`src/rtl/linear_probe_hash_table_macros.svh`:
```
// ----------------------------------------------------------------------------
// linear probe hash table assertion macros
// concurrent assertion helpers clocked on clk, disabled during reset
// ----------------------------------------------------------------------------
`ifndef LINEAR_PROBE_HASH_TABLE_MACROS_SVH
`define LINEAR_PROBE_HASH_TABLE_MACROS_SVH

// plain property, checked at every edge out of reset
`define LPHT_ASSERT(lbl, prop, msg) \
	lbl: assert property (@(posedge clk) disable iff (!arst_n) prop) else $error(msg);

// same-cycle implication
`define LPHT_ASSERT_IMP(lbl, ante, cons, msg) \
	lbl: assert property (@(posedge clk) disable iff (!arst_n) (ante) |-> (cons)) else $error(msg);

`endif

```
`src/rtl/lpht_ram.sv`:
```
// ----------------------------------------------------------------------------
// lpht_ram
// generic single write, single read ram with registered read data
// ----------------------------------------------------------------------------
module lpht_ram #(
	parameter int WIDTH = 64,
	parameter int DEPTH = 64
) (
	input  logic                     clk,
	input  logic                     we,
	input  logic [$clog2(DEPTH)-1:0] waddr,
	input  logic [WIDTH-1:0]         wdata,
	input  logic                     re,
	input  logic [$clog2(DEPTH)-1:0] raddr,
	output logic [WIDTH-1:0]         rdata
);

	logic [WIDTH-1:0] mem_q [DEPTH];
	logic [WIDTH-1:0] rdata_q;

	always_ff @(posedge clk) begin
		if (we) begin
			mem_q[waddr] <= wdata;
		end
		if (re) begin
			rdata_q <= mem_q[raddr];
		end
	end

	assign rdata = rdata_q;

endmodule

```
`config.mk`:
```
export PLATFORM = sky130hd
export DESIGN_NAME = lpht_ram
export DESIGN_NICKNAME = d
export VERILOG_FILES = /design/src/rtl/linear_probe_hash_table_macros.svh /design/src/rtl/lpht_ram.sv
export SDC_FILE = /design/constraint.sdc
export NUM_CORES = 2
export LEC_CHECK = 0
export BUFFER_PORTS_ARGS = -buffer_cell sky130_fd_sc_hd__buf_4
export CORE_AREA = 3 3 482 604
export CTS_CLUSTER_DIAMETER = 40
export DETAILED_ROUTE_END_ITERATION = 7
export DIE_AREA = 0 0 485 607
export PLACE_DENSITY = 0.71
export SYNTH_ARGS = -nofsm -noshare
export SYNTH_HDL_FRONTEND = slang
export SYNTH_SLANG_ARGS = --single-unit
```
`constraint.sdc`:
```
create_clock -name clk -period 16 [get_ports clk]
set_clock_uncertainty 0.2 [all_clocks]
set_input_delay 2.4 -clock clk [delete_from_list [all_inputs] [get_ports clk]]
set_output_delay 2.4 -clock clk [all_outputs]
set_load 0.005 [all_outputs]
```
After elaboration in Yosys (flattened, before gate mapping)
Memory sizes are Yosys's and may differ from the RTL's. A register that Yosys moved wholly into a read port is not among the register bits.
Index checks and enable logic that the tools add are counted.
{ "word_totals": {"regBits": 0, "latchBits": 0, "ramBits": 4096, "romBits": 0, "inputBits": 79, "out_inout_bits": 64, "wordCells": 3, "n_memories": 1} }
{ "classes": {"n_addsub": 0, "n_mul": 0, "n_div": 0, "n_lt_le_gt_ge": 0, "n_eq_ne": 0, "shifts": 0, "muxes": 2, "bitwise_logic": 0, "reduce_logical": 0} }
{ "mem_list": {"columns": ["name", "depth", "width", "rd", "rd_clocked_by_memory_dff", "write_ports", "line", "text"], "rows": [
  ["mem_q", 64, 64, 1, 1, 1, "lpht_ram.sv:18", "logic [WIDTH-1:0] mem_q [DEPTH];"]
]} }
{ "ops": {"columns": ["operator", "count"], "rows": [
  ["$mux W1", 2]
]} }

Logic depth before layout (Yosys ltp)
{ "depth": {"ltp_word": 2, "depth_mapped": 9, "ltp_nobuf": 5} }

Least setup slack after synthesis
OpenSTA, ideal clock, no wires.
{ "synth_timing": {"path_kind": "input-to-reg", "startpoint": "in waddr[3]", "endpoint": "mem mem_q[48][0] (enable)", "t_arrival_ps": 7272, "t_required_ps": 15236, "slack_ps": 7964, "cell_stages": 4, "path_buffers": 1, "path_cell_list": "clkbuf_1 > nor2b_1 > nand4b_1 > nor3_1"} }
{ "synth_lines": {"columns": ["item", "line", "text"], "rows": [
  ["from (decl)", "lpht_ram.sv:11", "input logic [$clog2(DEPTH)-1:0] waddr,"],
  ["to (decl)", "lpht_ram.sv:18", null]
]} }
No word-level cell before the write port.

==> results.yml <==
status:
  outcome: "finished clean"
global_route:
  grt_antenna_before_repair: 27
  grt_usage: 0.2878
  grt_pass1_vias: 77940
  grt-ovfl-total: 0
  grt_max_degree: 120
  grt_pass1_wl_microns: 594400
clocking:
  cts_resized: 0
  clkTransAtPathRegs_ps: 60
  cts_root_buf: "clkbuf_16"
  cts_hold_buffers: 0
  cts_sinks: 4160
  clk_path_buf_depth: 4
  clock_latency_ps: 930
  tritoncts: "built"
  h-tree-depth: 5
  numCtsBuffers: 424
  cts_setup_buffers: 0
power:
  clkPwrFrac: 0.435
  switchingPower_w: 0.004898
  power_frac_comb: 0.043
  p_leak_nw: 55.32
  ir_drop_v: 0.0001283
  sw_frac_of_total: 0.2112
  p_seq_frac: 0.523
  p_per_area_nw_per_um2: 130.7
  internal_power_w: 0.01830
critical_path:
  startpoint: "raddr[0]"
  worstPathMaxFanout: 94
  setup.worst_path.class: "input pin to flip-flop"
  crit_path_end_kind: "flip-flop"
  arrival_ps: 6800
  crit-reg2reg-launch: "mem_q[38][43]"
  cp.required_ps: 16480
  setup.worst_path.start_class: "input pin"
layout:
  syn2layout_area_growth_pct: 13.07
  final_common_cell: "edfxtp_1"
  seqCellArea_sq_um: 124900
  multi_input_area_sq_um: 30790
  drive_gt1_frac: 0.2931
  nNetsFinal: 7069
  layout_common_cells: "edfxtp_1 (4160), mux4_2 (1024), clkbuf_16 (430)"
  fillers: 18670
logic_synthesis:
  synthAdderAreaFrac: 0
  muxShareOfSynthArea: 0.1555
  syn_inst: 6598
  seq_area_frac_synth: 0.7957
  ys_warn_count: 0
  synth-simple-area-share: 0.01235
  syn-num-nets: 6677
  synth_xor_xnor_area_share: 0
  syn_area_sq_um: 157000
  synth_top_family_by_area: "multiplexers"
  synth_compound_area_frac: 0.02467
  synthDistinctLibCells: 32
  ys_ff_latch: 4160
  syn_area_per_cell_sq_um: 23.79
floorplan:
  die_width_microns: 485
  die_h_microns: 607
  start_util: 0.5484
  rows: 220
  fp.dieArea_sq_um: 294400
  ios: 143
  core_sq_um: 286300
route:
  viasPerCell: 6.890
  wl_microns: 420800
  drt_first_iter_violations: 12050
  num_vias: 76700
  wl_per_cell_microns: 37.81
  drtPass1Iterations: 6
  drc: 0
  ant_nets: 0
timing:
  setup_violations: 0
  grt_setup_unrepaired: "no"
  setup_tns_ps: 0
  finalCritPeriodShare: 0.3952
  clock.fmax_mhz: 158.2
  final_hold_viol_count: 0
  worstMarginPinSlew_ps: 1302
  holdWs_ps: 704.4
  finalMaxSlewViolations: 0
  relSlewSlack: 0.1319
  period_needed_ps: 6323
min_path:
  worstHoldStart: "mem_q[55][63]"
  hold_class: "flip-flop to flip-flop"
placement:
  io_buffers: 142
  dp_hpwl_microns: 219200
  place.gp.congestion: 0.8028
job:
  max_cap_violations: 0
-- worst paths after layout --
kind                            cells past startpoint   endpoint  slack, ps
worst max-delay path                                9  rdata[14]       9680
worst min-delay path                                4  rdata[63]        700
worst max register to register                      4  rdata[43]      13570
worst min register to register                      4  rdata[63]        700
-- power by group through the flow --
| stage | Clock [W] | Sequential [W] | Combinational (W) |
|---|---|---|---|
| after floorplan | 0 | 0.0123 | 0.000562 |
| after global placement | 0 | 0.0124 | 0.000964 |
| after detailed placement | 0 | 0.0124 | 0.000985 |
| after CTS | 0.0102 | 0.0121 | 0.000989 |
| after global routing | 0.0106 | 0.0121 | 0.00105 |
| final | 0.0101 | 0.0121 | 0.000987 |
-- routing by layer --
layer / vias to the layer above / part of all wire / global-route usage
li1: 29380 / - / -
met1: 40990 / 0.34 / 0.3860
met2: 5284 / 0.50 / 0.4744
met5: - / 0.00020 / 0
met3: 1028 / 0.11 / 0.05477
met4: 14 / 0.046 / 0.1123
-- stage by stage --
stage	setup slack (ps)	instance area, sq um	power, W	instances	util
2_1_floorplan	7964	157000	0.01290	6598	-
3_3_place_gp	8712	163200	0.01332	10340	0.5700
3_5_place_dp	8734	163200	0.01335	10340	0.5700
4_1_cts	9631	177500	0.02328	11120	0.6200
5_1_grt	9219	177500	0.02378	11120	0.6200
6_report	9677	177500	0.02320	11130	0.6200
-- cell usage after synthesis --
master	count	area [sq um]
and2_1	3	18.77
or3b_2	1	8.760
a211oi_1	63	473.0
nor2b_1	28	175.2
o22ai_1	83	519.3
mux4_2	1024	23060
nand3b_1	2	15.01
nand2b_1	11	68.82
buf_6	6	67.56
inv_1	19	71.32
nand4_1	2	12.51
nand3_1	45	225.2
or3_1	29	181.4
buf_2	170	850.8
nand2_1	58	217.7
a22oi_1	168	1261
buf_1	20	75.07
buf_4	34	255.2
or2_2	28	175.2
nand4b_1	1	8.760
o221ai_1	38	332.8
a31o_1	1	8.760
nor3_1	2	10.01
a2bb2oi_1	19	166.4
a41oi_1	26	227.7
a31oi_1	18	112.6
edfxtp_1	4160	124900
clkbuf_1	140	525.5
nor2_1	112	420.4
a22o_1	88	770.7
and3_1	64	400.4
mux2i_1	135	1351
-- logic make-up after synthesis --
logic type      count (synthesis)
compound gates                504
flops                        4160
buf+inv                       389
simple gates                  386
mux                          1159
-- sequential cells by signal, summed over array words and instances (netlist names) --
signal / count
mem_q: 4096
rdata: 64
-- worst max-delay path, stage by stage --
cell and delay, ps:
buf_16 450, buf_12 700, buf_12 520, buf_4 860, mux4_2 590, nor2b_1 140, a211oi_1 350, o22ai_1 190
and3_1 180
-- area by class of cell --
class | instances | area share
repair buffers | 336 | 0.01511
well taps | 3774 | 0.02660
flip-flops and latches | 4160 | 0.7038
clock buffers | 470 | 0.06147
inverters | 19 | 0.0004018
diodes | 11 | 0.0001551
multi-input cells | 2049 | 0.1735
clock inverters | 312 | 0.01905
No activity file was read; power rests on OpenSTA's default activity.
