--- src/rtl/linear_probe_hash_table_macros.svh ---
// ----------------------------------------------------------------------------
// linear probe hash table assertion macros
// concurrent assertion helpers clocked on clk, disabled during reset
// ----------------------------------------------------------------------------
`ifndef LINEAR_PROBE_HASH_TABLE_MACROS_SVH
`define LINEAR_PROBE_HASH_TABLE_MACROS_SVH

// plain property, checked at every edge out of reset
`define LPHT_ASSERT(lbl, prop, msg) \
	lbl: assert property (@(posedge clk) disable iff (!arst_n) prop) else $error(msg);

// same-cycle implication
`define LPHT_ASSERT_IMP(lbl, ante, cons, msg) \
	lbl: assert property (@(posedge clk) disable iff (!arst_n) (ante) |-> (cons)) else $error(msg);

`endif

--- src/rtl/lpht_pkg.sv ---
// ----------------------------------------------------------------------------
// lpht_pkg
// shared constants, codes and types of the linear probe hash table
// ----------------------------------------------------------------------------
package lpht_pkg;

	localparam int CAPACITY_DEF      = 64;
	localparam int MAX_KEY_WORDS_DEF = 4;
	localparam int IN_WORDS          = 4;
	localparam int WORD_W            = 64;
	localparam int LEN_W             = 3;
	localparam int META_W            = 1 + LEN_W + WORD_W;
	localparam int HASH_BITS         = 31;
	localparam int HORNER_SHIFT      = 5;

	// commands
	localparam logic [2:0] CMD_PUT      = 3'd0;
	localparam logic [2:0] CMD_GET      = 3'd1;
	localparam logic [2:0] CMD_CONT_KEY = 3'd2;
	localparam logic [2:0] CMD_REMOVE   = 3'd3;
	localparam logic [2:0] CMD_ADD      = 3'd4;
	localparam logic [2:0] CMD_CONTAINS = 3'd5;
	localparam logic [2:0] CMD_CLEAR    = 3'd6;

	// status codes
	localparam logic [1:0] ST_DONE = 2'd0;
	localparam logic [1:0] ST_MISS = 2'd1;
	localparam logic [1:0] ST_FULL = 2'd2;
	localparam logic [1:0] ST_KIND = 2'd3;

	// table kinds
	localparam logic KIND_MAP = 1'b0;
	localparam logic KIND_SET = 1'b1;

	typedef struct packed {
		logic             start;
		logic [LEN_W-1:0] len;
	} hash_req_t;

endpackage

--- src/rtl/lpht_hash.sv ---
// ----------------------------------------------------------------------------
// lpht_hash
// iterative horner-31 hash, one key word per cycle, then start slot reduction
// ----------------------------------------------------------------------------
module lpht_hash #(
	parameter int CAPACITY      = lpht_pkg::CAPACITY_DEF,
	parameter int MAX_KEY_WORDS = lpht_pkg::MAX_KEY_WORDS_DEF
) (
	input  logic                                            clk,
	input  logic                                            arst_n,
	input  lpht_pkg::hash_req_t                             req,
	input  logic [MAX_KEY_WORDS-1:0][lpht_pkg::WORD_W-1:0]  key,
	output logic                                            done,
	output logic [$clog2(CAPACITY)-1:0]                     slot
);

	localparam int SW      = $clog2(CAPACITY);
	localparam int KW_W    = (MAX_KEY_WORDS > 1) ? $clog2(MAX_KEY_WORDS) : 1;
	localparam int HB      = lpht_pkg::HASH_BITS;
	localparam bit IS_POW2 = ((CAPACITY & (CAPACITY - 1)) == 0);
	// floor(2^32 / capacity), quotient estimate is low by at most one
	localparam logic [31:0] RECIP = 32'((64'd1 << 32) / 64'(CAPACITY));

	typedef enum logic [2:0] {H_IDLE, H_MIX, H_MOD, H_RED, H_FIX} hstate_t;

	hstate_t                       state_q;
	logic [lpht_pkg::WORD_W-1:0]   h_q;
	logic [lpht_pkg::LEN_W-1:0]    i_q;
	logic [lpht_pkg::LEN_W-1:0]    len_q;
	logic [30:0]                   q_q;
	logic [31:0]                   rem_q;
	logic [SW-1:0]                 slot_q;
	logic                          done_q;
	logic [62:0]                   prod;

	// reciprocal quotient of the masked hash
	assign prod = 63'(h_q[HB-1:0]) * 63'(RECIP);

	always_ff @(posedge clk or negedge arst_n) begin
		if (!arst_n) begin
			state_q <= H_IDLE;
			done_q  <= 1'b0;
		end else begin
			done_q <= (state_q == H_MOD && IS_POW2) || (state_q == H_FIX);
			unique case (state_q)
				H_IDLE: begin
					if (req.start) begin
						h_q     <= 64'd1;
						i_q     <= '0;
						len_q   <= req.len;
						state_q <= H_MIX;
					end
				end
				H_MIX: begin
					h_q <= (h_q << lpht_pkg::HORNER_SHIFT) - h_q + key[i_q[KW_W-1:0]];
					if (i_q == len_q - 3'd1) begin
						state_q <= H_MOD;
					end else begin
						i_q <= i_q + 3'd1;
					end
				end
				H_MOD: begin
					if (IS_POW2) begin
						slot_q  <= h_q[SW-1:0];
						state_q <= H_IDLE;
					end else begin
						q_q     <= prod[62:32];
						state_q <= H_RED;
					end
				end
				H_RED: begin
					rem_q   <= 32'(h_q[HB-1:0]) - 32'(q_q) * 32'(CAPACITY);
					state_q <= H_FIX;
				end
				H_FIX: begin
					slot_q  <= (rem_q >= 32'(CAPACITY)) ?
						SW'(rem_q - 32'(CAPACITY)) : SW'(rem_q);
					state_q <= H_IDLE;
				end
				default: state_q <= H_IDLE;
			endcase
		end
	end

	assign done = done_q;
	assign slot = slot_q;

endmodule

--- config.mk ---
export PLATFORM = sky130hd
export DESIGN_NAME = lpht_hash
export DESIGN_NICKNAME = d
export VERILOG_FILES = /design/src/rtl/linear_probe_hash_table_macros.svh /design/src/rtl/lpht_pkg.sv /design/src/rtl/lpht_hash.sv
export SDC_FILE = /design/constraint.sdc
export NUM_CORES = 1
export LEC_CHECK = 0
export BUFFER_PORTS_ARGS = -buffer_cell sky130_fd_sc_hd__buf_2
export CELL_PAD_IN_SITES_DETAIL_PLACEMENT = 1
export CELL_PAD_IN_SITES_GLOBAL_PLACEMENT = 1
export CORE_AREA = 2 2 104 106
export CTS_CLUSTER_SIZE = 24
export DETAILED_ROUTE_END_ITERATION = 6
export DIE_AREA = 0 0 106 108
export PLACE_DENSITY = 0.74
export SLEW_MARGIN = 20
export SYNTH_ARGS = -nofsm -noshare
export SYNTH_HDL_FRONTEND = slang
export SYNTH_SLANG_ARGS = --single-unit
export TNS_END_PERCENT = 30
--- constraint.sdc ---
create_clock -name clk -period 3.06 [get_ports clk]
set_input_delay 0.306 -clock clk [delete_from_list [all_inputs] [get_ports clk]]
set_output_delay 0.306 -clock clk [all_outputs]
set_load 0.02 [all_outputs]
## After elaboration in Yosys (flattened, before gate mapping)

Cells that the tools add are included.

- Div/mod/pow operators: 0
- Order comparisons: 1
- Reductions and logical operators: 9
- Muxes and demuxes: 11
- Shift-type cells: 0
- $add $sub $neg: 4
- Eq/ne operators: 8
- Bitwise logic cells: 0
- $mul: 0

Operators by type and width:

| cell | count |
|---|---|
| $bmux W64 S2 | 1 |
| $mux W64 | 2 |
| $pmux W64 S2 | 1 |
| $add A64 B64 Y64 | 1 |
| $sub A64 B64 Y64 | 1 |
| $mux W3 | 4 |
| $pmux W3 S3 | 1 |
| $eq A3 B2 Y1 const B | 2 |
| $mux W6 | 1 |
| $ne A2 B2 Y1 const B | 3 |
| $pmux W3 S2 | 1 |
| $reduce_and A3 Y1 | 2 |
| $reduce_and A2 Y1 | 2 |
| $reduce_and A4 Y1 | 1 |
| $reduce_bool A2 Y1 | 2 |
| $add A3 B1 Y3 const B | 1 |
| $eq A3 B1 Y1 const B | 1 |
| $eq A3 B3 Y1 | 1 |
| $eq A3 B3 Y1 const B | 1 |
| $logic_not A3 Y1 | 1 |
| $lt A2 B3 Y1 const B | 1 |
| $sub A3 B1 Y3 const B | 1 |
| $logic_or A1 B1 Y1 | 1 |

- Flip-flop bits (word level): 80
- Output and inout bits: 7
- Bits in latches: 0
- Bits in writable memories: 0
- Memories kept: 0
- Bits in read-only memories: 0

## Depth between registers and ports, before layout

Gate-level depths: netlist of the first run.

- Depth in word-level cells: 4
- Mapped depth: 11
- Depth with buffers taken out: 10

## Worst setup path before layout of the first run

Ideal clock, no wire load.

- Path kind: flip-flop to flip-flop
- From: reg i_q[0] (netlist bit)
- To: reg h_q[5] (netlist bit) (data pin)
- Slack: 321 ps
- Library setup time: 139 ps
- Data arrival time: 2600 ps
- Clock period less this slack: 2739 ps
- Required time: 2921 ps
- Stages on the path, launching flop included: 10
- Cells stage by stage: edfxtp_1 > buf_6 > mux4_1 > ha_1 > ha_1 > fa_1 > a21o_1 > a21oi_2 > xnor3_1 > nor2_1

- Longest elaborated chain between the ends: 4

RTL lines:

| item | line | RTL |
|---|---|---|
| start: declaration | lpht_hash.sv:28 | `logic [lpht_pkg::LEN_W-1:0] i_q;` |
| start signal: assignment | lpht_hash.sv:59 | `i_q <= i_q + 3'd1;` |
| $bmux W64 S2 | lpht_hash.sv:55 | `h_q <= (h_q << lpht_pkg::HORNER_SHIFT) - h_q + key[i_q[KW_W-1:0]];` |
| $mux W64 (implied by the code) | lpht_hash.sv:55 |  |
| $add A64 B64 Y64 | lpht_hash.sv:55 |  |
| $pmux W64 S2 | lpht_hash.sv:45 | `unique case (state_q)` |
| end signal: assignment | lpht_hash.sv:55 |  |
| end: declaration | lpht_hash.sv:27 | `logic [lpht_pkg::WORD_W-1:0] h_q;` |

Every way passes these cells. The select of a mux whose other input is x is not followed.
A chain may end at the register's enable or synchronous reset.

## Worst setup path in the final report of the first run

Same ends and word-level chain as after synthesis.

==> metrics.log, run 1 <==
INFO  metric timing_worst_setup_path_type = flop to flop
INFO  metric boundaryPins = 269
INFO  metric cts_buffers = 3
INFO  metric switching_share = 36.3%
INFO  metric cts_buffer_depth = 2
INFO  metric grt_first_pass_wirelength = 4.98 mm
INFO  metric commonest_non_fill_non_tap_cells_in_the_layout = sky130_fd_sc_hd__buf_2 (36), sky130_fd_sc_hd__edfxtp_1 (18), sky130_fd_sc_hd__ha_1 (11), sky130_fd_sc_hd__nor2_1 (9), sky130_fd_sc_hd__inv_1 (8)
INFO  metric layout.core_utilization = 16.3%
INFO  metric core.rowCount = 37
INFO  metric critPathRequiredTime = 3.19 ns
INFO  metric number_of_drc_violations_after_detailed_routing = 0
INFO  metric final_net_count = 404
INFO  metric core_region_area = 10200 um2
INFO  metric mappedNetlistNets = 361
INFO  metric final-hold-violation-count = 0
INFO  metric endpoint_of_the_worst_slack_reg_to_reg_timing_path = h_q[5]
INFO  metric place.detailed.hpwl = 2.65 mm
INFO  metric maxSlewHeadroom = 58.9%
INFO  metric multiInputGateArea = 573 um2
INFO  metric period_needed = 2.87 ns
INFO  metric yosysTopAreaCellShare = 42.9%
INFO  metric synthesis.area = 1260 um2
INFO  metric antenna_violating_nets_left = 0
INFO  metric number_of_antenna_violations_at_the_first_check_in_global_routing = 0
INFO  metric place.gp.congestion = 0.720
INFO  metric routed_via_density = 3.17
INFO  metric fin_tns_setup = 0 ns
INFO  metric first_global_vias = 966
INFO  metric pwr_density_cell = 1020 nW/um2
INFO  metric fmax = 349 MHz
INFO  metric place.port_buffers = 36
INFO  metric power_frac_seq = 33.6%
INFO  metric rrSetupSlack = 0.19 ns
INFO  metric drv_slew = 0
INFO  metric power.clock.fraction = 10.8%
INFO  metric clock_insertion_delay_worst_skew = 0.26 ns
INFO  metric largest_net_degree_at_the_start_of_global_routing = 13
INFO  metric final_common_cell = sky130_fd_sc_hd__buf_2
INFO  metric synth_seq_cells = 22
INFO  metric synth_top_cell_by_area = sky130_fd_sc_hd__edfxtp_1
INFO  metric ys_top_cells_by_area = sky130_fd_sc_hd__edfxtp_1 (43%), sky130_fd_sc_hd__ha_1 (11%), sky130_fd_sc_hd__mux4_1 (10%)
INFO  metric hold_path_class = input port to flop
INFO  metric post_drt_wl_per_cell = 12.1 um
INFO  metric clkSinkCount = 22
INFO  metric rsz0062_at_grt = false
INFO  metric finalClockSkew = 0.00410 ns
INFO  metric critical_path.endpoint_type = flop
INFO  metric grt_usage = 5.79%
INFO  metric ys.warnings.count = 0
INFO  metric run_status = complete, no violations
INFO  metric grt_overflow_total = 0
INFO  metric worstReg2RegStart = i_q[0]
INFO  metric critical_path_arrival = 3.00 ns
INFO  metric cts_resized = 0
INFO  metric max_cap_violations = 0
INFO  metric cts_tree = yes
INFO  metric die-height = 108 um
INFO  metric r2r_cells = 8
INFO  metric startpoint_type_of_the_worst_setup_path = flop
INFO  metric vdd.ir_drop.worst = 0.253 mV
INFO  metric initial_utilization = 12.3%
INFO  metric final_min_period_over_clock_period = 93.7%
INFO  metric clockRootBuffer = sky130_fd_sc_hd__clkbuf_8
INFO  metric setup_viol = 0
INFO  metric critPathLaunch = i_q[0]
INFO  metric die_area = 11400 um2
INFO  metric totalPowerFinal = 1.70 mW
INFO  metric hold-worst-slack = 0.215 ns
INFO  metric synth-seq-area-share = 50.8%
INFO  metric place.detailed.instances = 259
INFO  metric antenna_cells = 0
INFO  metric crit_path_max_fanout = 5
INFO  metric p_int = 1.08 mW
INFO  metric comb_power_share = 55.6%
INFO  metric final_cell_count_no_fill = 265
INFO  metric cts.htree.levels = 1
INFO  metric total_leakage_power = 0.732 nW
INFO  metric ff_latch_area = 641 um2
INFO  metric worst_setup_hold_path_clk_slew = 0.08 ns
INFO  metric detail_route.wirelength = 3.20 mm
INFO  metric mean_cell_area_of_the_mapped_netlist = 14.5 um2
INFO  metric crit_end = h_q[5]
INFO  metric drtIter0Drc = 47
INFO  metric fillers = 1175
INFO  metric share_of_layout_cells_above_drive_strength_1 = 34.1%
INFO  metric switching_power = 619 uW
INFO  metric syn_to_final_growth = 32.7%
INFO  metric die-width = 106 um
INFO  metric timing_worst_slew_pin_value = 0.607 ns
INFO  metric synthesis.instances = 87
INFO  metric synth_cell_types = 22
INFO  metric route.vias.total = 840
INFO  metric pre_repair_dr_iteration_count = 4
[power by group through the flow]
stage | sequential [mW] | combinational (mW) | clock, mW
global route | 0.589 | 1.07 | 0.208
finish | 0.573 | 0.947 | 0.184
detailed placement | 0.584 | 0.939 | 0
CTS | 0.578 | 0.959 | 0.191
floorplan | 0.558 | 0.732 | 0
global placement | 0.578 | 0.894 | 0
[kinds of logic (layout without fill, tap and decap cells)]
| group | after synthesis | in the layout | share of synthesized area, % |
|---|---|---|---|
| muxes | 6 | 6 | 12.2 |
| adders and majority gates | 12 | 12 | 12.5 |
| buffers and inverters | 10 | 52 | 3.67 |
| and+or+nand+nor | 21 | 21 | 8.14 |
| DFF | 22 | 22 | 50.8 |
| AOI/OAI and AO/OA | 6 | 6 | 3.48 |
| xor gates and xnor gates | 10 | 10 | 9.14 |
[per-layer routing]
layer	share of wire, %	vias up	GRT usage (%)
li1	-	404	-
met1	43	414	7.05
met2	53	18	10.1
met3	3.4	4	1.81
met4	0.72	0	1.13
met5	0	-	0
[critical path: stages, from the launching register on]
cell and delay (ns):
sky130_fd_sc_hd__edfxtp_1 0.45, sky130_fd_sc_hd__mux4_1 0.60, sky130_fd_sc_hd__ha_1 0.30, sky130_fd_sc_hd__ha_1 0.23, sky130_fd_sc_hd__fa_1 0.42, sky130_fd_sc_hd__a21o_1 0.19
sky130_fd_sc_hd__a21oi_2 0.16, sky130_fd_sc_hd__xnor3_1 0.30, sky130_fd_sc_hd__nor2_1 0.09
[cell usage after synthesis (all sizes together)]
cell / n
xor2: 3
a21oi: 2
a21o: 3
nand3: 1
edfxtp: 18
o21a: 1
xnor2: 5
and3: 3
mux4: 6
inv: 8
fa: 1
dfrtp: 4
xnor3: 2
clkbuf: 1
nor4b: 1
ha: 11
and2: 4
nor2: 9
buf: 1
nand2: 3
[worst min path at each step]
stage	start	cells past startpoint	endpoint	slack, ns
global placement	arst_n	1	state_q[0]	0.15
global route	req[2]	1	len_q[2]	0.20
finish	req[1]	1	len_q[1]	0.21
CTS	req[1]	1	len_q[1]	0.21
detailed placement	arst_n	1	state_q[0]	0.15
floorplan	arst_n	0	done	0.01
[through the flow]
stage | setup slack (ns) | cell area [um2]
final | 0.193 | 1670
after global routing | 0.0344 | 1670
after CTS | 0.116 | 1660
after detailed placement | 0.144 | 1610
after global placement | 0.159 | 1610
after floorplan | 0.321 | 1260
[cell type report]
class / instances / area share (%)
clock buffers: 3 / 2.47
multi-input cells: 55 / 34.3
repair buffers: 40 / 12.7
flip-flops and latches: 22 / 38.3
clock inverters: 1 / 0.225
well taps: 136 / 10.2
inverters: 8 / 1.80
[sequential cells by signal (all words and copies together), names as in the netlist]
signal,flops
done,1
state_q,3
len_q,3
i_q,3
slot,6
h_q,6
[timing repair]
action / in CTS / in global routing
endpoints found under the setup margin: 0 / 1
hold buffers: 1 / 0
hold endpoints to repair: 4 / 0
buffers inserted: 0 / 1
No activity file was read; power rests on OpenSTA's default activity.
==> run 2, diff against run 1 <==
--- a/config.mk
+++ b/config.mk
@@ -5,6 +5,7 @@
 export SDC_FILE = /design/constraint.sdc
 export NUM_CORES = 1
 export LEC_CHECK = 0
+export ABC_CLOCK_PERIOD_IN_PS = 3060
 export BUFFER_PORTS_ARGS = -buffer_cell sky130_fd_sc_hd__buf_2
 export CELL_PAD_IN_SITES_DETAIL_PLACEMENT = 1
 export CELL_PAD_IN_SITES_GLOBAL_PLACEMENT = 1
@@ -12,7 +13,7 @@
 export CTS_CLUSTER_SIZE = 24
 export DETAILED_ROUTE_END_ITERATION = 6
 export DIE_AREA = 0 0 106 108
-export PLACE_DENSITY = 0.74
+export PLACE_DENSITY = 0.79
 export SLEW_MARGIN = 20
 export SYNTH_ARGS = -nofsm -noshare
 export SYNTH_HDL_FRONTEND = slang
==> metrics.log, run 2 (synthesis gave the netlist of run 1 again) <==
INFO  metric die_area = 11400 um2
INFO  metric antenna_violating_nets_left = 0
INFO  metric rsz0062_at_grt = false
INFO  metric placement.cell_area = 1610 um2
INFO  metric antenna_cells = 0
INFO  metric worstPathBufferInverterCount = 0
INFO  metric critical_path_arrival = 3.00 ns
INFO  metric cts_tree = yes
INFO  metric place.gp.congestion = 0.718
INFO  metric period_needed = 2.87 ns
INFO  metric worst_setup_hold_path_clk_slew = 0.08 ns
INFO  metric cts_buffers = 3
INFO  metric final-hold-violation-count = 0
INFO  metric boundaryPins = 269
INFO  metric post-route-worst-setup-slack = 0.187 ns
INFO  metric cts_resized = 0
INFO  metric place.port_buffers = 36
INFO  metric detail_route.wirelength = 3.06 mm
INFO  metric share_of_layout_cells_above_drive_strength_1 = 35.1%
INFO  metric total_leakage_power = 0.742 nW
INFO  metric commonest_non_fill_non_tap_cells_in_the_layout = sky130_fd_sc_hd__buf_2 (36), sky130_fd_sc_hd__edfxtp_1 (18), sky130_fd_sc_hd__ha_1 (11), sky130_fd_sc_hd__nor2_1 (9), sky130_fd_sc_hd__inv_1 (8)
INFO  metric initial_utilization = 12.3%
INFO  metric grt_usage = 5.27%
INFO  metric clock_insertion_delay_worst_skew = 0.26 ns
INFO  metric fin_tns_setup = 0 ns
INFO  metric fmax = 348 MHz
INFO  metric crit_path_max_fanout = 4
INFO  metric clkSinkCount = 22
INFO  metric vdd.ir_drop.worst = 0.239 mV
INFO  metric post_drt_wl_per_cell = 11.5 um
INFO  metric ff_latch_area = 641 um2
INFO  metric die-width = 106 um
INFO  metric critPathRequiredTime = 3.19 ns
INFO  metric cts_buffer_depth = 2
INFO  metric place.detailed.hpwl = 2.55 mm
INFO  metric core_region_area = 10200 um2
INFO  metric fillers = 1179
INFO  metric cpMaxStageDelayCell = sky130_fd_sc_hd__mux4_1
INFO  metric multiInputGateArea = 573 um2
INFO  metric syn_to_final_growth = 33.9%
INFO  metric layout.core_utilization = 16.5%
INFO  metric post-place-ws = 0.0957 ns
INFO  metric timing_worst_setup_path_type = flop to flop
INFO  metric final_net_count = 406
INFO  metric core.rowCount = 37
INFO  metric setup_viol = 0
INFO  metric finalClockSkew = 0.00916 ns
INFO  metric number_of_antenna_violations_at_the_first_check_in_global_routing = 0
INFO  metric critical_path.endpoint_type = flop
INFO  metric first_global_vias = 883
INFO  metric route.vias.total = 843
INFO  metric final_min_period_over_clock_period = 93.9%
INFO  metric timing_worst_slew_pin_value = 0.606 ns
INFO  metric hold_path_class = input port to flop
INFO  metric startpoint_type_of_the_worst_setup_path = flop
INFO  metric grt_first_pass_wirelength = 4.54 mm
INFO  metric pre_repair_dr_iteration_count = 4
INFO  metric run_status = complete, no violations
INFO  metric drtIter0Drc = 25
INFO  metric pwr_density_cell = 1010 nW/um2
INFO  metric slowest_stage_delay_on_critical_path = 0.61 ns
INFO  metric drv_slew = 0
INFO  metric routed_via_density = 3.16
INFO  metric grt_overflow_total = 0
INFO  metric largest_net_degree_at_the_start_of_global_routing = 13
INFO  metric clockRootBuffer = sky130_fd_sc_hd__clkbuf_8
INFO  metric final_common_cell = sky130_fd_sc_hd__buf_2
INFO  metric crit_path_cell_trace = mux4_1, ha_1, ha_1, fa_1, a21o_1, a21oi_2, xnor3_1, nor2_1
INFO  metric die-height = 108 um
INFO  metric max_cap_violations = 0
INFO  metric path_delay_family = adder cells
INFO  metric cp_dominant_cell_by_count = sky130_fd_sc_hd__ha_1
INFO  metric maxSlewHeadroom = 59.0%
INFO  metric number_of_drc_violations_after_detailed_routing = 0
INFO  metric hold-worst-slack = 0.218 ns
INFO  metric cts.htree.levels = 1
INFO  metric finish.instance_area = 1690 um2
==> run 2: changes by cell type in the layout (fill, tap and decap cells not counted) <==
cell,before,now
sky130_fd_sc_hd__buf_4,3,5
==> run 2: power breakdown <==
part	switching (mW)	internal (mW)	leakage (nW)	total (mW)
registers	0.0731	0.493	0.221	0.566
logic	0.445	0.511	0.498	0.956
clock network	0.0942	0.0896	0.0231	0.184
total	0.612	1.09	0.742	1.71
==> run 2: worst paths after layout <==
path | start | to | slack [ns] | depth (start not counted)
max | i_q[0] | h_q[5] | 0.19 | 8
min | req[2] | len_q[2] | 0.22 | 1
max reg2reg | i_q[0] | h_q[5] | 0.19 | 8
min reg2reg | h_q[1] | slot[1] | 0.45 | 0
max in group asynchronous | arst_n | state_q[0] | 2.50 | 2
min in group asynchronous | arst_n | done | 0.39 | 2
==> run 2: stage by stage <==
step / std cells / total power [mW]
after floorplan: 87 / 1.29
after global placement: 259 / 1.47
after detailed placement: 259 / 1.51
after CTS: 264 / 1.71
after global routing: 267 / 1.86
final: 267 / 1.71
==> run 2: area by class of cell <==
cell class / count / share of cell area, %
well taps: 136 / 10.1
clock buffers: 3 / 2.45
repair buffers: 42 / 13.5
inverters: 8 / 1.78
multi-input cells: 55 / 34.0
clock inverters: 1 / 0.223
flip-flops and latches: 22 / 38.0
==> run 2: what timing repair did <==
item	4_1_cts	5_1_grt
buffers inserted	0	3
hold buffers	1	0
setup endpoints to repair	0	1
endpoints found under the hold margin	4	0
==> run 2: metal layers <==
layer	share of wire (%)	global-route usage, %
met3	3.5	1.63
met1	44	6.52
met4	1.1	0.564
met5	0	0
met2	52	9.35
==> run 3, diff against run 2 <==
--- a/config.mk
+++ b/config.mk
@@ -14,6 +14,7 @@
 export DETAILED_ROUTE_END_ITERATION = 6
 export DIE_AREA = 0 0 106 108
 export PLACE_DENSITY = 0.79
+export RECOVER_POWER = 50
 export SLEW_MARGIN = 20
 export SYNTH_ARGS = -nofsm -noshare
 export SYNTH_HDL_FRONTEND = slang
==> metrics.log, run 3 (synthesis gave the netlist of run 1 again) <==
INFO  metric number_of_antenna_violations_at_the_first_check_in_global_routing = 0
INFO  metric timing_worst_slew_pin_value = 0.606 ns
INFO  metric detail_route.wirelength = 3.06 mm
INFO  metric route.vias.total = 845
INFO  metric cts_tree = yes
INFO  metric min-delay-start = req[2]
INFO  metric startpoint_type_of_the_worst_setup_path = flop
INFO  metric clkSinkCount = 22
INFO  metric drtIter0Drc = 26
INFO  metric syn_to_final_growth = 33.1%
INFO  metric place.port_buffers = 36
INFO  metric cts.htree.levels = 1
INFO  metric first_global_vias = 883
INFO  metric final_common_cell = sky130_fd_sc_hd__buf_2
INFO  metric p_int = 1.09 mW
INFO  metric run_status = complete, no violations
INFO  metric largest_net_degree_at_the_start_of_global_routing = 13
INFO  metric grt_overflow_total = 0
INFO  metric rsz0062_at_grt = false
INFO  metric switching_share = 35.9%
INFO  metric critPathRequiredTime = 3.19 ns
INFO  metric fmax = 348 MHz
INFO  metric power.clock.fraction = 10.8%
INFO  metric pwr_density_cell = 1020 nW/um2
INFO  metric final-hold-violation-count = 0
INFO  metric holdPathStages = 1
INFO  metric clock_insertion_delay_worst_skew = 0.26 ns
INFO  metric number_of_drc_violations_after_detailed_routing = 0
INFO  metric core.rowCount = 37
INFO  metric crit_path_max_fanout = 4
INFO  metric max_cap_violations = 0
INFO  metric critical_path.endpoint_type = flop
INFO  metric grt_first_pass_wirelength = 4.54 mm
INFO  metric fin_tns_setup = 0 ns
INFO  metric core_region_area = 10200 um2
INFO  metric pre_repair_dr_iteration_count = 4
INFO  metric initial_utilization = 12.3%
INFO  metric final_min_period_over_clock_period = 93.9%
INFO  metric comb_power_share = 55.9%
INFO  metric place.detailed.hpwl = 2.55 mm
INFO  metric post_drt_wl_per_cell = 11.5 um
INFO  metric rrSetupSlack = 0.19 ns
INFO  metric setup_viol = 0
INFO  metric endpoint_of_the_worst_slack_reg_to_reg_timing_path = h_q[5]
INFO  metric critical_path_arrival = 3.00 ns
INFO  metric vdd.ir_drop.worst = 0.239 mV
INFO  metric hold_path_class = input port to flop
INFO  metric finalClockSkew = 0.00916 ns
INFO  metric switching_power = 612 uW
INFO  metric share_of_layout_cells_above_drive_strength_1 = 29.0%
INFO  metric worstHoldEndpoint = len_q[2]
INFO  metric routed_via_density = 3.16
INFO  metric final_net_count = 406
INFO  metric die-width = 106 um
INFO  metric period_needed = 2.87 ns
INFO  metric boundaryPins = 269
INFO  metric drv_slew = 0
INFO  metric timing_worst_setup_path_type = flop to flop
INFO  metric cts_buffers = 3
INFO  metric critPathLaunch = i_q[0]
INFO  metric power_frac_seq = 33.3%
INFO  metric maxSlewHeadroom = 59.0%
INFO  metric r2r_cells = 8
INFO  metric place.gp.congestion = 0.718
INFO  metric worstReg2RegStart = i_q[0]
INFO  metric worst_setup_hold_path_clk_slew = 0.08 ns
INFO  metric total_leakage_power = 0.718 nW
INFO  metric commonest_non_fill_non_tap_cells_in_the_layout = sky130_fd_sc_hd__buf_2 (28), sky130_fd_sc_hd__edfxtp_1 (18), sky130_fd_sc_hd__ha_1 (11), sky130_fd_sc_hd__nor2_1 (9)
INFO  metric antenna_cells = 0
INFO  metric antenna_violating_nets_left = 0
INFO  metric clockRootBuffer = sky130_fd_sc_hd__clkbuf_8
INFO  metric cts_buffer_depth = 2
INFO  metric grt_usage = 5.27%
INFO  metric die_area = 11400 um2
INFO  metric layout.core_utilization = 16.4%
INFO  metric die-height = 108 um
## run 3: area by class of cell
type / instances / area [um2]
repair buffers: 42 / 218
clock inverters: 1 / 3.75
multi-input cells: 55 / 573
well taps: 136 / 170
clock buffers: 3 / 41.3
inverters: 8 / 30.0
fillers: 1177 / 8550
flip-flops and latches: 22 / 641
## run 3: repair_timing
action,CTS,global route
endpoints found under the hold margin,4,0
endpoints found under the setup margin,0,1
setup buffers,0,3
gates resized for setup,0,0
hold buffers,1,0
## run 3: power by group through the flow
stage               sequential, mW  clock, mW  combinational (mW)
global route                 0.582      0.200                1.08
global placement             0.578          0               0.890
floorplan                    0.558          0               0.732
finish                       0.567      0.184               0.953
CTS                          0.576      0.193               0.942
detailed placement           0.583          0               0.924
## run 3: through the flow
| step | cells | setup slack, ns | instance area, um2 | hold slack [ns] | power [mW] |
|---|---|---|---|---|---|
| final | 267 | 0.187 | 1680 | 0.218 | 1.70 |
| after global routing | 267 | 0.0304 | 1680 | 0.206 | 1.86 |
| after CTS | 264 | 0.0674 | 1660 | 0.212 | 1.71 |
| after detailed placement | 259 | 0.0957 | 1610 | 0.150 | 1.51 |
| after global placement | 259 | 0.162 | 1610 | 0.145 | 1.47 |
| after floorplan | 87 | 0.321 | 1260 | 0.0104 | 1.29 |
## run 3: layer usage
layer	track usage, %	part of all wire (%)	vias to the layer above
met5	0	0	-
met4	0.564	1.1	0
met3	1.63	3.3	5
met2	9.35	52	19
met1	6.52	44	414
li1	-	-	407
## run 3: worst max-delay path, cell delays in order (launching register included)
cell and delay [ns]:
sky130_fd_sc_hd__edfxtp_1 0.41, sky130_fd_sc_hd__mux4_1 0.61, sky130_fd_sc_hd__ha_1 0.31, sky130_fd_sc_hd__ha_1 0.23
sky130_fd_sc_hd__fa_1 0.41, sky130_fd_sc_hd__a21o_1 0.19, sky130_fd_sc_hd__a21oi_2 0.17, sky130_fd_sc_hd__xnor3_1 0.32
sky130_fd_sc_hd__nor2_1 0.09
## run 3: worst max path at each step
stage	endpoint	slack [ns]	cells past startpoint
after floorplan	h_q[5]	0.32	9
after global placement	h_q[5]	0.16	8
after detailed placement	h_q[5]	0.1	8
after CTS	h_q[5]	0.07	8
after global routing	h_q[5]	0.03	11
final	h_q[5]	0.19	8
